[config.mk]
export PLATFORM = sky130hd
export DESIGN_NAME = sliding_cross_correlation_top_flat
export DESIGN_NICKNAME = d
export VERILOG_FILES = /design/src/rtl/scc_pkg.sv /design/src/rtl/scc_req_if.sv /design/src/rtl/scc_rsp_if.sv /design/src/rtl/scc_ram.sv /design/src/rtl/scc_datapath.sv /design/src/rtl/scc_ctrl.sv /design/src/rtl/sliding_cross_correlation_top.sv /design/src/flat_wrapper.sv
export SDC_FILE = /design/constraint.sdc
export NUM_CORES = 2
export LEC_CHECK = 0
export BUFFER_PORTS_ARGS = -buffer_cell sky130_fd_sc_hd__buf_2
export CAP_MARGIN = 5
export CORE_UTILIZATION = 60
export DETAILED_ROUTE_END_ITERATION = 8
export PLACE_DENSITY = 0.76
export SETUP_SLACK_MARGIN = 0.3
export SLEW_MARGIN = 20
export SYNTH_ARGS = -nofsm -noshare
export SYNTH_HDL_FRONTEND = slang
export SYNTH_SLANG_ARGS = --single-unit
[constraint.sdc]
create_clock -name clock -period 19 [get_ports clock]
set_clock_uncertainty 0.15 [all_clocks]
set_input_delay 5.7 -clock clock [delete_from_list [all_inputs] [get_ports clock]]
set_output_delay 5.7 -clock clock [all_outputs]
set_load 0.02 [all_outputs]
[src/rtl/scc_pkg.sv]
// Shared types and constants of the sliding cross-correlation block.
`default_nettype none

package scc_pkg;

   // Field widths
   localparam int INDEX_W  = 6;
   localparam int SAMPLE_W = 16;
   localparam int PROD_W   = 32;
   localparam int CORR_W   = 38;

   // Operation codes of an input transfer
   localparam logic OP_TEMPLATE = 1'b0;
   localparam logic OP_SAMPLE   = 1'b1;

   // Controller states
   typedef enum logic [1:0] {
      ST_CLEAR,
      ST_IDLE,
      ST_RUN,
      ST_WAIT
   } ctrl_state_type;

   // Commands from controller to datapath
   typedef struct packed {
      logic clear;       // zero one entry of both memories
      logic tmpl_write;  // write one template entry
      logic push;        // store a sample and start a new sum
      logic issue;       // read one tap pair into the MAC pipe
      logic publish;     // move the finished sum to the output register
   } cmd_type;

   // Status from datapath to controller
   typedef struct packed {
      logic clear_last;  // clearing pass is at its last entry
      logic issue_last;  // last tap pair is being read
      logic mac_done;    // accumulator holds the finished sum
      logic out_free;    // output register can take a new result
   } status_type;

endpackage

`default_nettype wire

[src/rtl/scc_req_if.sv]
// Input channel: template writes and stream samples.
`default_nettype none

interface scc_req_if;
   import scc_pkg::*;

   logic                       valid;
   logic                       ready;
   logic                       op;
   logic [INDEX_W-1:0]         tap_index;
   logic signed [SAMPLE_W-1:0] template_value;
   logic signed [SAMPLE_W-1:0] sample;

   modport source (output valid, output op, output tap_index,
                   output template_value, output sample, input ready);
   modport sink   (input valid, input op, input tap_index,
                   input template_value, input sample, output ready);
endinterface

`default_nettype wire

[src/rtl/scc_rsp_if.sv]
// Result channel: one correlation sum per sample.
`default_nettype none

interface scc_rsp_if;
   import scc_pkg::*;

   logic                     valid;
   logic                     ready;
   logic signed [CORR_W-1:0] correlation;

   modport source (output valid, output correlation, input ready);
   modport sink   (input valid, input correlation, output ready);
endinterface

`default_nettype wire

[src/rtl/scc_ram.sv]
// Generic single-write, single-read RAM with registered read data.
`default_nettype none

module scc_ram #(
   parameter int WIDTH = 16,
   parameter int DEPTH = 64,
   parameter int AW    = (DEPTH > 1) ? $clog2(DEPTH) : 1
) (
   input  wire logic             clock,
   input  wire logic             wr_en,
   input  wire logic [AW-1:0]    wr_addr,
   input  wire logic [WIDTH-1:0] wr_data,
   input  wire logic [AW-1:0]    rd_addr,
   output logic      [WIDTH-1:0] rd_data
);

   logic [WIDTH-1:0] mem_ff [DEPTH];
   logic [WIDTH-1:0] rd_data_ff;

   // Write port
   always_ff @(posedge clock) begin
      if (wr_en) begin
         mem_ff[wr_addr] <= wr_data;
      end
   end

   // Registered read port
   always_ff @(posedge clock) begin
      rd_data_ff <= mem_ff[rd_addr];
   end

   assign rd_data = rd_data_ff;

endmodule

`default_nettype wire

[src/rtl/scc_datapath.sv]
// Datapath: sample ring, template store, shared multiply-accumulate, result register.
`default_nettype none

module scc_datapath #(
   parameter int TAPS = 64,
   parameter int AW   = (TAPS > 1) ? $clog2(TAPS) : 1
) (
   input  wire logic                                        clock,
   input  wire logic                                        reset,
   input  wire scc_pkg::cmd_type                            cmd,
   output scc_pkg::status_type                              status,
   input  wire logic [scc_pkg::INDEX_W-1:0]                 tap_index,
   input  wire logic signed [scc_pkg::SAMPLE_W-1:0]         template_value,
   input  wire logic signed [scc_pkg::SAMPLE_W-1:0]         sample,
   input  wire logic                                        rsp_ready,
   output logic                                             rsp_valid,
   output logic signed [scc_pkg::CORR_W-1:0]                rsp_correlation
);
   import scc_pkg::*;

   localparam logic [AW-1:0] LAST = AW'(TAPS - 1);

   // Control registers
   logic [AW-1:0] count_ff, count_in;
   logic [AW-1:0] wp_ff, wp_in;
   logic [AW-1:0] ring_rd_ff, ring_rd_in;
   logic          vld1_ff, last1_ff, vld2_ff, last2_ff, done_ff, rsp_valid_ff;

   // Payload registers
   logic signed [PROD_W-1:0] prod_ff;
   logic signed [CORR_W-1:0] acc_ff, acc_in;
   logic signed [CORR_W-1:0] result_ff;

   // Memory ports
   logic                 tmpl_we, ring_we;
   logic [AW-1:0]        tmpl_waddr, ring_waddr;
   logic [SAMPLE_W-1:0]  tmpl_wdata, ring_wdata, tmpl_rdata, ring_rdata;
   logic [31:0]          tap_wide;
   logic                 tap_in_range;

   function automatic logic [AW-1:0] wrap_inc(input logic [AW-1:0] x);
      return (x == LAST) ? '0 : x + AW'(1);
   endfunction

   // Decode the template address; entries past the window are dropped
   assign tap_wide     = 32'(tap_index);
   assign tap_in_range = tap_wide < 32'(TAPS);

   // Select write ports: clearing pass or normal traffic
   assign tmpl_we    = cmd.clear | (cmd.tmpl_write & tap_in_range);
   assign tmpl_waddr = cmd.clear ? count_ff : tap_wide[AW-1:0];
   assign tmpl_wdata = cmd.clear ? '0 : template_value;
   assign ring_we    = cmd.clear | cmd.push;
   assign ring_waddr = cmd.clear ? count_ff : wp_ff;
   assign ring_wdata = cmd.clear ? '0 : sample;

   scc_ram #(.WIDTH(SAMPLE_W), .DEPTH(TAPS), .AW(AW)) u_tmpl_ram (
      .clock   (clock),
      .wr_en   (tmpl_we),
      .wr_addr (tmpl_waddr),
      .wr_data (tmpl_wdata),
      .rd_addr (count_ff),
      .rd_data (tmpl_rdata)
   );

   scc_ram #(.WIDTH(SAMPLE_W), .DEPTH(TAPS), .AW(AW)) u_ring_ram (
      .clock   (clock),
      .wr_en   (ring_we),
      .wr_addr (ring_waddr),
      .wr_data (ring_wdata),
      .rd_addr (ring_rd_ff),
      .rd_data (ring_rdata)
   );

   // Advance counters: template index j pairs with ring slot wp+1+j
   always_comb begin
      count_in   = count_ff;
      wp_in      = wp_ff;
      ring_rd_in = ring_rd_ff;
      if (cmd.clear || cmd.issue) begin
         count_in   = wrap_inc(count_ff);
         ring_rd_in = wrap_inc(ring_rd_ff);
      end
      if (cmd.push) begin
         count_in   = '0;
         ring_rd_in = wrap_inc(wp_ff);
         wp_in      = wrap_inc(wp_ff);
      end
   end

   always_ff @(posedge clock) begin
      if (reset) begin
         count_ff   <= '0;
         wp_ff      <= '0;
         ring_rd_ff <= '0;
      end else begin
         count_ff   <= count_in;
         wp_ff      <= wp_in;
         ring_rd_ff <= ring_rd_in;
      end
   end

   // Track tap pairs through read and multiply stages
   always_ff @(posedge clock) begin
      if (reset) begin
         vld1_ff  <= 1'b0;
         last1_ff <= 1'b0;
         vld2_ff  <= 1'b0;
         last2_ff <= 1'b0;
         done_ff  <= 1'b0;
      end else begin
         vld1_ff  <= cmd.issue;
         last1_ff <= cmd.issue & (count_ff == LAST);
         vld2_ff  <= vld1_ff;
         last2_ff <= last1_ff;
         if (cmd.push) begin
            done_ff <= 1'b0;
         end else if (last2_ff) begin
            done_ff <= 1'b1;
         end
      end
   end

   // Multiply one tap pair
   always_ff @(posedge clock) begin
      prod_ff <= PROD_W'($signed(tmpl_rdata)) * PROD_W'($signed(ring_rdata));
   end

   // Accumulate at full precision
   always_comb begin
      acc_in = acc_ff;
      if (cmd.push) begin
         acc_in = '0;
      end else if (vld2_ff) begin
         acc_in = acc_ff + CORR_W'(prod_ff);
      end
   end

   always_ff @(posedge clock) begin
      acc_ff <= acc_in;
   end

   // Hold the result until its transfer completes
   always_ff @(posedge clock) begin
      if (reset) begin
         rsp_valid_ff <= 1'b0;
      end else if (cmd.publish) begin
         rsp_valid_ff <= 1'b1;
      end else if (rsp_ready) begin
         rsp_valid_ff <= 1'b0;
      end
   end

   always_ff @(posedge clock) begin
      if (cmd.publish) begin
         result_ff <= acc_ff;
      end
   end

   assign rsp_valid       = rsp_valid_ff;
   assign rsp_correlation = result_ff;

   assign status.clear_last = count_ff == LAST;
   assign status.issue_last = count_ff == LAST;
   assign status.mac_done   = done_ff;
   assign status.out_free   = ~rsp_valid_ff | rsp_ready;

`ifndef SYNTHESIS
   a_publish_done: assert property (@(posedge clock) disable iff (reset)
      cmd.publish |-> done_ff && !vld1_ff && !vld2_ff)
      else $error("result published before the sum finished");
   a_push_idle: assert property (@(posedge clock) disable iff (reset)
      cmd.push |-> !vld1_ff && !vld2_ff && !cmd.issue)
      else $error("new sample pushed while the MAC pipe is busy");
   a_rsp_source: assert property (@(posedge clock) disable iff (reset)
      $rose(rsp_valid_ff) |-> $past(cmd.publish))
      else $error("result valid without a publish");
`endif

endmodule

`default_nettype wire

[src/rtl/scc_ctrl.sv]
// Controller: clearing pass, transfer acceptance and tap sequencing.
`default_nettype none

module scc_ctrl (
   input  wire logic                clock,
   input  wire logic                reset,
   input  wire logic                req_valid,
   input  wire logic                req_op,
   output logic                     req_ready,
   input  wire scc_pkg::status_type status,
   output scc_pkg::cmd_type         cmd
);
   import scc_pkg::*;

   ctrl_state_type state_ff, state_in;
   logic           accept;

   always_ff @(posedge clock) begin
      if (reset) begin
         state_ff <= ST_CLEAR;
      end else begin
         state_ff <= state_in;
      end
   end

   assign req_ready = state_ff == ST_IDLE;
   assign accept    = req_valid & req_ready;

   // Next state and commands
   always_comb begin
      state_in = state_ff;
      cmd      = '0;
      case (state_ff)
         ST_CLEAR: begin
            cmd.clear = 1'b1;
            if (status.clear_last) begin
               state_in = ST_IDLE;
            end
         end
         ST_IDLE: begin
            if (accept && req_op == OP_SAMPLE) begin
               cmd.push = 1'b1;
               state_in = ST_RUN;
            end else if (accept && req_op == OP_TEMPLATE) begin
               cmd.tmpl_write = 1'b1;
            end
         end
         ST_RUN: begin
            cmd.issue = 1'b1;
            if (status.issue_last) begin
               state_in = ST_WAIT;
            end
         end
         ST_WAIT: begin
            if (status.mac_done && status.out_free) begin
               cmd.publish = 1'b1;
               state_in    = ST_IDLE;
            end
         end
         default: begin
            state_in = ST_CLEAR;
         end
      endcase
   end

`ifndef SYNTHESIS
   a_run_to_wait: assert property (@(posedge clock) disable iff (reset)
      (state_ff == ST_RUN && status.issue_last) |=> state_ff == ST_WAIT)
      else $error("tap sequence did not end after the last pair");
   a_one_cmd: assert property (@(posedge clock) disable iff (reset)
      $onehot0(cmd))
      else $error("more than one datapath command at once");
`endif

endmodule

`default_nettype wire

[src/rtl/sliding_cross_correlation_top.sv]
// Top level of the sliding cross-correlation block.
//
//   channel  | dir | payload                               | handshake
//   ---------+-----+---------------------------------------+-----------
//   req_if   | in  | op, tap_index, template_value, sample | valid/ready
//   rsp_if   | out | correlation (Q8.30, 38 bits signed)   | valid/ready
//
// A template transfer writes one entry and leaves req_if ready. For a sample,
// one shared multiply-accumulate walks the ring and template memories one tap
// pair a cycle through a three-stage read/multiply/accumulate pipe.
// After reset a clearing pass zeros both memories; req_if.ready stays low during
// it and while a sum is built. A result waits in its output register; a stalled
// rsp_if holds the next sum in the accumulator until the register is free.
`default_nettype none

module sliding_cross_correlation_top #(
   parameter int TAPS = 64
) (
   input  wire logic clock,
   input  wire logic reset,
   scc_req_if.sink   req_if,
   scc_rsp_if.source rsp_if
);
   import scc_pkg::*;

   localparam int AW = (TAPS > 1) ? $clog2(TAPS) : 1;

   cmd_type    cmd;
   status_type status;

   scc_ctrl u_ctrl (
      .clock     (clock),
      .reset     (reset),
      .req_valid (req_if.valid),
      .req_op    (req_if.op),
      .req_ready (req_if.ready),
      .status    (status),
      .cmd       (cmd)
   );

   scc_datapath #(.TAPS(TAPS), .AW(AW)) u_datapath (
      .clock           (clock),
      .reset           (reset),
      .cmd             (cmd),
      .status          (status),
      .tap_index       (req_if.tap_index),
      .template_value  (req_if.template_value),
      .sample          (req_if.sample),
      .rsp_ready       (rsp_if.ready),
      .rsp_valid       (rsp_if.valid),
      .rsp_correlation (rsp_if.correlation)
   );

endmodule

`default_nettype wire
[src/flat_wrapper.sv]
// flat-port wrapper written by rule: the top's interface ports become plain ports
module sliding_cross_correlation_top_flat import scc_pkg::*;
#(
   parameter int TAPS = 64
)
  (clock, reset, req_if_valid, req_if_op, req_if_tap_index, req_if_template_value, req_if_sample, req_if_ready, rsp_if_valid, rsp_if_correlation, rsp_if_ready);
  scc_req_if req_if_i ();
  scc_rsp_if rsp_if_i ();
  input  wire logic clock;
  input  wire logic reset;
  input wire logic [$bits(req_if_i.valid)-1:0] req_if_valid;
  input wire logic [$bits(req_if_i.op)-1:0] req_if_op;
  input wire logic [$bits(req_if_i.tap_index)-1:0] req_if_tap_index;
  input wire logic [$bits(req_if_i.template_value)-1:0] req_if_template_value;
  input wire logic [$bits(req_if_i.sample)-1:0] req_if_sample;
  output wire logic [$bits(req_if_i.ready)-1:0] req_if_ready;
  output wire logic [$bits(rsp_if_i.valid)-1:0] rsp_if_valid;
  output wire logic [$bits(rsp_if_i.correlation)-1:0] rsp_if_correlation;
  input wire logic [$bits(rsp_if_i.ready)-1:0] rsp_if_ready;
  assign req_if_i.valid = req_if_valid;
  assign req_if_i.op = req_if_op;
  assign req_if_i.tap_index = req_if_tap_index;
  assign req_if_i.template_value = req_if_template_value;
  assign req_if_i.sample = req_if_sample;
  assign req_if_ready = req_if_i.ready;
  assign rsp_if_valid = rsp_if_i.valid;
  assign rsp_if_correlation = rsp_if_i.correlation;
  assign rsp_if_i.ready = rsp_if_ready;
  sliding_cross_correlation_top #(.TAPS(TAPS)) u_core (.clock(clock), .reset(reset), .req_if(req_if_i), .rsp_if(rsp_if_i));
endmodule
# Yosys cells after proc, flatten, opt, wreduce, memory -nomap -nowiden

Memories as Yosys holds them, arrays and structs flattened. A register that Yosys moved wholly into a read port is not among the register bits.
Cells that the tools add are included.

Flip-flop bits (word level): 134
RAM bits: 2048
Bits of input ports: 43
Output and inout bits: 40
Word-level logic and storage cells: 76
Memories kept: 2

$add $sub $neg: 4
Multipliers: 1
Order comparisons: 1
Equal/unequal tests: 10
Multiplexer cells: 28
Bitwise gates (word level): 8
Reduce and logical (&&, ||, !) cells: 9

Memory list:

| name                                | depth | width | rd ports | clocked after memory_dff | write ports | line          | RTL |
|---|---|---|---|---|---|---|---|
| u_core.u_datapath.u_ring_ram.mem_ff | 64    | 16    | 1        | 1                        | 1           | scc_ram.sv:17 | `logic [WIDTH-1:0] mem_ff [DEPTH];` |
| u_core.u_datapath.u_tmpl_ram.mem_ff | 64    | 16    | 1        | 1                        | 1           | scc_ram.sv:17 |  |

Operators by type and width:

| kind                | count |
|---|---|
| $mux 6              | 7 |
| $add 38x32->38      | 1 |
| $mul 16x16->32      | 1 |
| $mux 16             | 2 |
| $add 6x1->6 const B | 3 |
| $eq 6x6->1 const B  | 3 |
| $mux 1              | 13 |
| $mux 2              | 5 |
| $pmux 2 s4          | 1 |
| $lt 6x7->1 const B  | 1 |
| $ne 2x1->1 const B  | 3 |
| $eq 2x2->1 const B  | 2 |
| $reduce_and 4->1    | 1 |
| $reduce_bool 2->1   | 2 |
| $and 1x1->1         | 3 |
| $logic_and 1x1->1   | 3 |
| $or 1x1->1          | 3 |
| $eq 2x1->1 const B  | 1 |
| $logic_not 2->1     | 1 |
| $ne 2x2->1 const B  | 1 |
| $not 1->1           | 2 |
| $reduce_or 2->1     | 1 |
| $logic_or 1x1->1    | 1 |

# Longest topological paths before layout

Depth in word-level cells: 10
Gate-level depth with buffers: 24
Depth with buffers taken out: 23

# Hierarchy

From an unflattened synthesis, not the netlist that was laid out.

Cells, all modules: 5434
Area, all modules: 96598.9 µm²

By module, submodules not included:

| module       | times used | cells an instance | area each (µm²) | sequential area each (µm²) |
|---|---|---|---|---|
| scc_ram      | 2          | 1829              | 40042.2         | 31069.8 |
| scc_datapath | 1          | 1752              | 16276.9         | 3022.9 |
| scc_ctrl     | 1          | 24                | 237.7           | 40.0 |

# Worst setup path before layout

OpenSTA, ideal clock, no wires.

Path kind: input -> register
Start point: input port req_if_sample[15]
End point: memory u_core.u_datapath.u_ring_ram.mem_ff[0][15], data pin
Setup time: 515 ps
Arrival: 7297 ps
Data required time: 18335 ps
Setup slack: 11039 ps
Stages on the path: 1
Path buffers: 0
Path through: nor2b_1

Word-level cells in the longest chain between the ends: 1

RTL lines:

| what               | line               | RTL |
|---|---|---|
| start: declaration | flat_wrapper.sv:15 | `input wire logic [$bits(req_if_i.sample)-1:0] req_if_sample;` |
| $mux 16            | scc_datapath.sv:55 | `assign ring_wdata = cmd.clear ? '0 : sample;` |
| end: declaration   | scc_ram.sv:17      |  |

No other way between the ends.

# Final worst setup path

Start point: input port req_if_op
End point: memory u_core.u_datapath.u_ring_ram.mem_ff[29][6], enable pin

Word-level cells in the longest chain between the ends: 6

RTL lines:

| what                         | line               | RTL |
|---|---|---|
| start: declaration           | flat_wrapper.sv:12 | `input wire logic [$bits(req_if_i.op)-1:0] req_if_op;` |
| $logic_and 1x1->1            | scc_ctrl.sv:41     | `if (accept && req_op == OP_SAMPLE) begin` |
| $mux 1                       | scc_ctrl.sv:41     |  |
| $mux 2                       | scc_ctrl.sv:33     | `case (state_ff)` |
| $or 1x1->1                   | scc_datapath.sv:53 | `assign ring_we = cmd.clear \| cmd.push;` |
| $mux 1                       | scc_ram.sv:22      | `if (wr_en) begin` |
| $mux 1 (not written as such) | scc_ram.sv:23      | `mem_ff[wr_addr] <= wr_data;` |

No other way between the ends.

==> results_dict.tcl <==
set metrics [dict create \
    synth_edf_count 2086 \
    antenna_found_initial 6 \
    setup_violations 0 \
    synth-main-ff-cell "edfxtp_1" \
    seq_area_um2 65230 \
    clockRootBuffer "clkbuf_16" \
    cts_tree "yes" \
    postCtsSetupRepairBufs 0 \
    clk_latency_ns 0.86 \
    dieArea_um2 160400 \
    path_max_fanout 31 \
    r2r_cells 21 \
    grt.met2_usage 0.4346 \
    start_kind "input pin" \
    reg2reg_to "u_core.u_datapath.prod_ff[31]" \
    critPathLaunch "req_if_op" \
    slew_headroom 0.2587 \
    path_class "in2reg" \
    grt_max_degree 155 \
    multiInputGateArea_um2 28360 \
    cts-resized-gates 0 \
    cts.sinks 2214 \
    start_util 0.6071 \
    fmax_ghz 0.1223 \
    h-tree-depth 4 \
    synth_cell_types 65 \
    ios 83 \
    async_reset_ff_frac 0 \
    syn_area_per_cell_um2 19.26 \
    die_height_um 400.5 \
    top_usage_layer "met2" \
    final_max_slew_viol_count 0 \
    whs_endpoint "u_core.u_datapath.last2_ff" \
    reg2reg_setup_slack_ns 12.15 \
    fp-row-count 145 \
    route.detailed.drc 0 \
    layout-drive-gt1-share 0.2418 \
    rsz0062_at_grt "no" \
    worstMarginPinSlew_ns 1.111 \
    synth-seq-cells 2214 \
    finalCritPeriodShare 0.4303 \
    ys_top_cells_by_area "edfxtp_1 66%, mux4_2 16%, fa_1 5.5%, dfxtp_1 2.7%, ha_1 1.7%" \
    first_global_vias 48470 \
    min_period_ns 8.175 \
    rr_startpoint "u_core.u_datapath.u_ring_ram.rd_data[1]" \
    holdPathStages 1 \
    core_um2 156900 \
    cp.arrival_ns 8.48 \
    die_x_um 400.5 \
    use_met1 0.4300 \
    fin_setup_tns_ns 0 \
    vias 48910 \
    cp-end-kind "flop" \
    clk_transition_reported_paths_ns 0.07 \
    track_usage 0.2855 \
    met3_usage 0.05567 \
    gr-total-overflow 0 \
    clock_path_buffers 3 \
    worstPathRequired_ns 19.31 \
    cts_hold_buf 0 \
    postRouteAntennaNets 0 \
    globalplace.congestion 0.8655 \
    fin_nets 5603 \
    synth_nets 5380 \
    drt-vias-per-instance 6.606 \
    drv_cap 0 \
    port_buffers 82 \
    wl_mm 226.0 \
    numCtsBuffers 209 \
    dp_hpwl_mm 133.8 \
    yosysSeqAreaShare 0.6843 \
    area_growth_pct 10.83 \
    fillers 9648 \
    routedWlPerCell_um 30.52 \
    min_from "u_core.u_datapath.last1_ff" \
    grt_pass1_wl_mm 331.8 \
    first_pass_iters 6 \
    hp-class "reg2reg" \
    yosysTopAreaCell "edfxtp_1" \
    synthCells 4947 \
    yosysWarningCount 0 \
    final_util 0.6729 \
    status "finished, final reports clean" \
    post-synth-top-area-fraction 0.6574 \
    synth.cell_area_um2 95280 \
    hold_viol 0 \
    first_iter_violations 6827 \
]
[through the flow]
stage               hold WS (ns)  instance area [um2]  setup slack, ns  instances
global route              0.3379               105600            10.73       7403
finish                    0.3169               105600            10.83       7404
global placement          0.2710                98910            10.03       7016
CTS                       0.3186               105600            10.70       7401
floorplan                 0.2614                95280            11.04       4947
detailed placement        0.2863                98910            9.862       7016
[metal layers]
layer	part of all wire	vias to the layer above
li1	-	19770
met1	0.39	25490
met2	0.47	3289
met3	0.11	359
met4	0.026	4
met5	0.00015	-
[cells in the final DEF (no fill, tap or decap), types with 16 or more instances in the layout]
| cell | instances |
|---|---|
| nor2_2 | 35 |
| nand2_1 | 230 |
| buf_4 | 153 |
| xnor2_1 | 38 |
| nor3_1 | 23 |
| a21o_1 | 29 |
| and2_1 | 124 |
| clkbuf_16 | 211 |
| mux2_2 | 16 |
| mux4_2 | 656 |
| edfxtp_1 | 2086 |
| nor2_1 | 206 |
| o21ai_0 | 68 |
| clkbuf_1 | 53 |
| mux2i_1 | 40 |
| xor2_1 | 20 |
| nand3_1 | 39 |
| buf_2 | 82 |
| clkinv_2 | 40 |
| inv_1 | 306 |
| clkinv_1 | 44 |
| dfxtp_1 | 118 |
| ha_1 | 126 |
| fa_1 | 263 |
| nor2b_4 | 32 |
| nand2b_1 | 25 |
| a21oi_1 | 71 |
[Yosys cell counts, types with 68 or more instances]
master / instances
a21oi_1: 71
and2_1: 124
clkbuf_1: 153
dfxtp_1: 128
edfxtp_1: 2086
fa_1: 263
ha_1: 127
inv_1: 306
mux4_2: 656
nand2_1: 230
nor2_1: 241
o21ai_0: 68
[area by class of cell]
type	count	share of cell area
clock inverters	120	0.01110
multi-input cells	2201	0.2686
well taps	2058	0.02438
flip-flops and latches	2214	0.6177
inverters	306	0.01088
clock buffers	265	0.05201
diodes	2	0.00004739
repair buffers	238	0.01525
[worst max-delay path, stage by stage]
cell     delay (ns)
buf_2          0.10
nand3_1        0.09
buf_4          0.31
o21ai_0        0.58
nand2_1        0.70
nor2_2         0.98
[how the worst max path moves through the flow]
stage | endpoint | depth (start not counted)
finish | u_core.u_datapath.u_ring_ram.mem_ff[29][6] | 6
global route | u_core.u_datapath.u_ring_ram.mem_ff[16][15] | 6
CTS | u_core.u_datapath.u_ring_ram.mem_ff[10][11] | 6
detailed placement | u_core.u_datapath.u_ring_ram.mem_ff[11][11] | 6
global placement | u_core.u_datapath.u_ring_ram.mem_ff[36][1] | 6
floorplan | u_core.u_datapath.u_ring_ram.mem_ff[0][15] | 1
[sequential cells by signal, summed over array words and instances, names as in the netlist]
signal	count
u_core.u_ctrl.state_ff	2
u_core.u_datapath.acc_ff	38
u_core.u_datapath.count_ff	6
u_core.u_datapath.done_ff	1
u_core.u_datapath.last1_ff	1
u_core.u_datapath.last2_ff	1
u_core.u_datapath.prod_ff	32
u_core.u_datapath.ring_rd_ff	6
u_core.u_datapath.rsp_correlation	38
u_core.u_datapath.rsp_valid	1
u_core.u_datapath.u_ring_ram.mem_ff	1024
u_core.u_datapath.u_ring_ram.rd_data	16
u_core.u_datapath.u_tmpl_ram.mem_ff	1024
u_core.u_datapath.u_tmpl_ram.rd_data	16
u_core.u_datapath.vld1_ff	1
u_core.u_datapath.vld2_ff	1
u_core.u_datapath.wp_ff	6
[logic make-up (layout without fill, tap and decap cells)]
group / count (synthesis) / in the layout / synth area share
compound gates: 269 / 269 / 0.01790
other cells: 0 / 2 / 0
xor+xnor: 58 / 58 / 0.005332
fa+ha+maj: 390 / 390 / 0.07194
buf+inv: 532 / 929 / 0.02155
simple gates: 772 / 772 / 0.03779
flops: 2214 / 2214 / 0.6843
mux: 712 / 712 / 0.1612
Power is not shown: default switching activity piles up to over one toggle a cycle in this logic, so the estimate is an artifact.
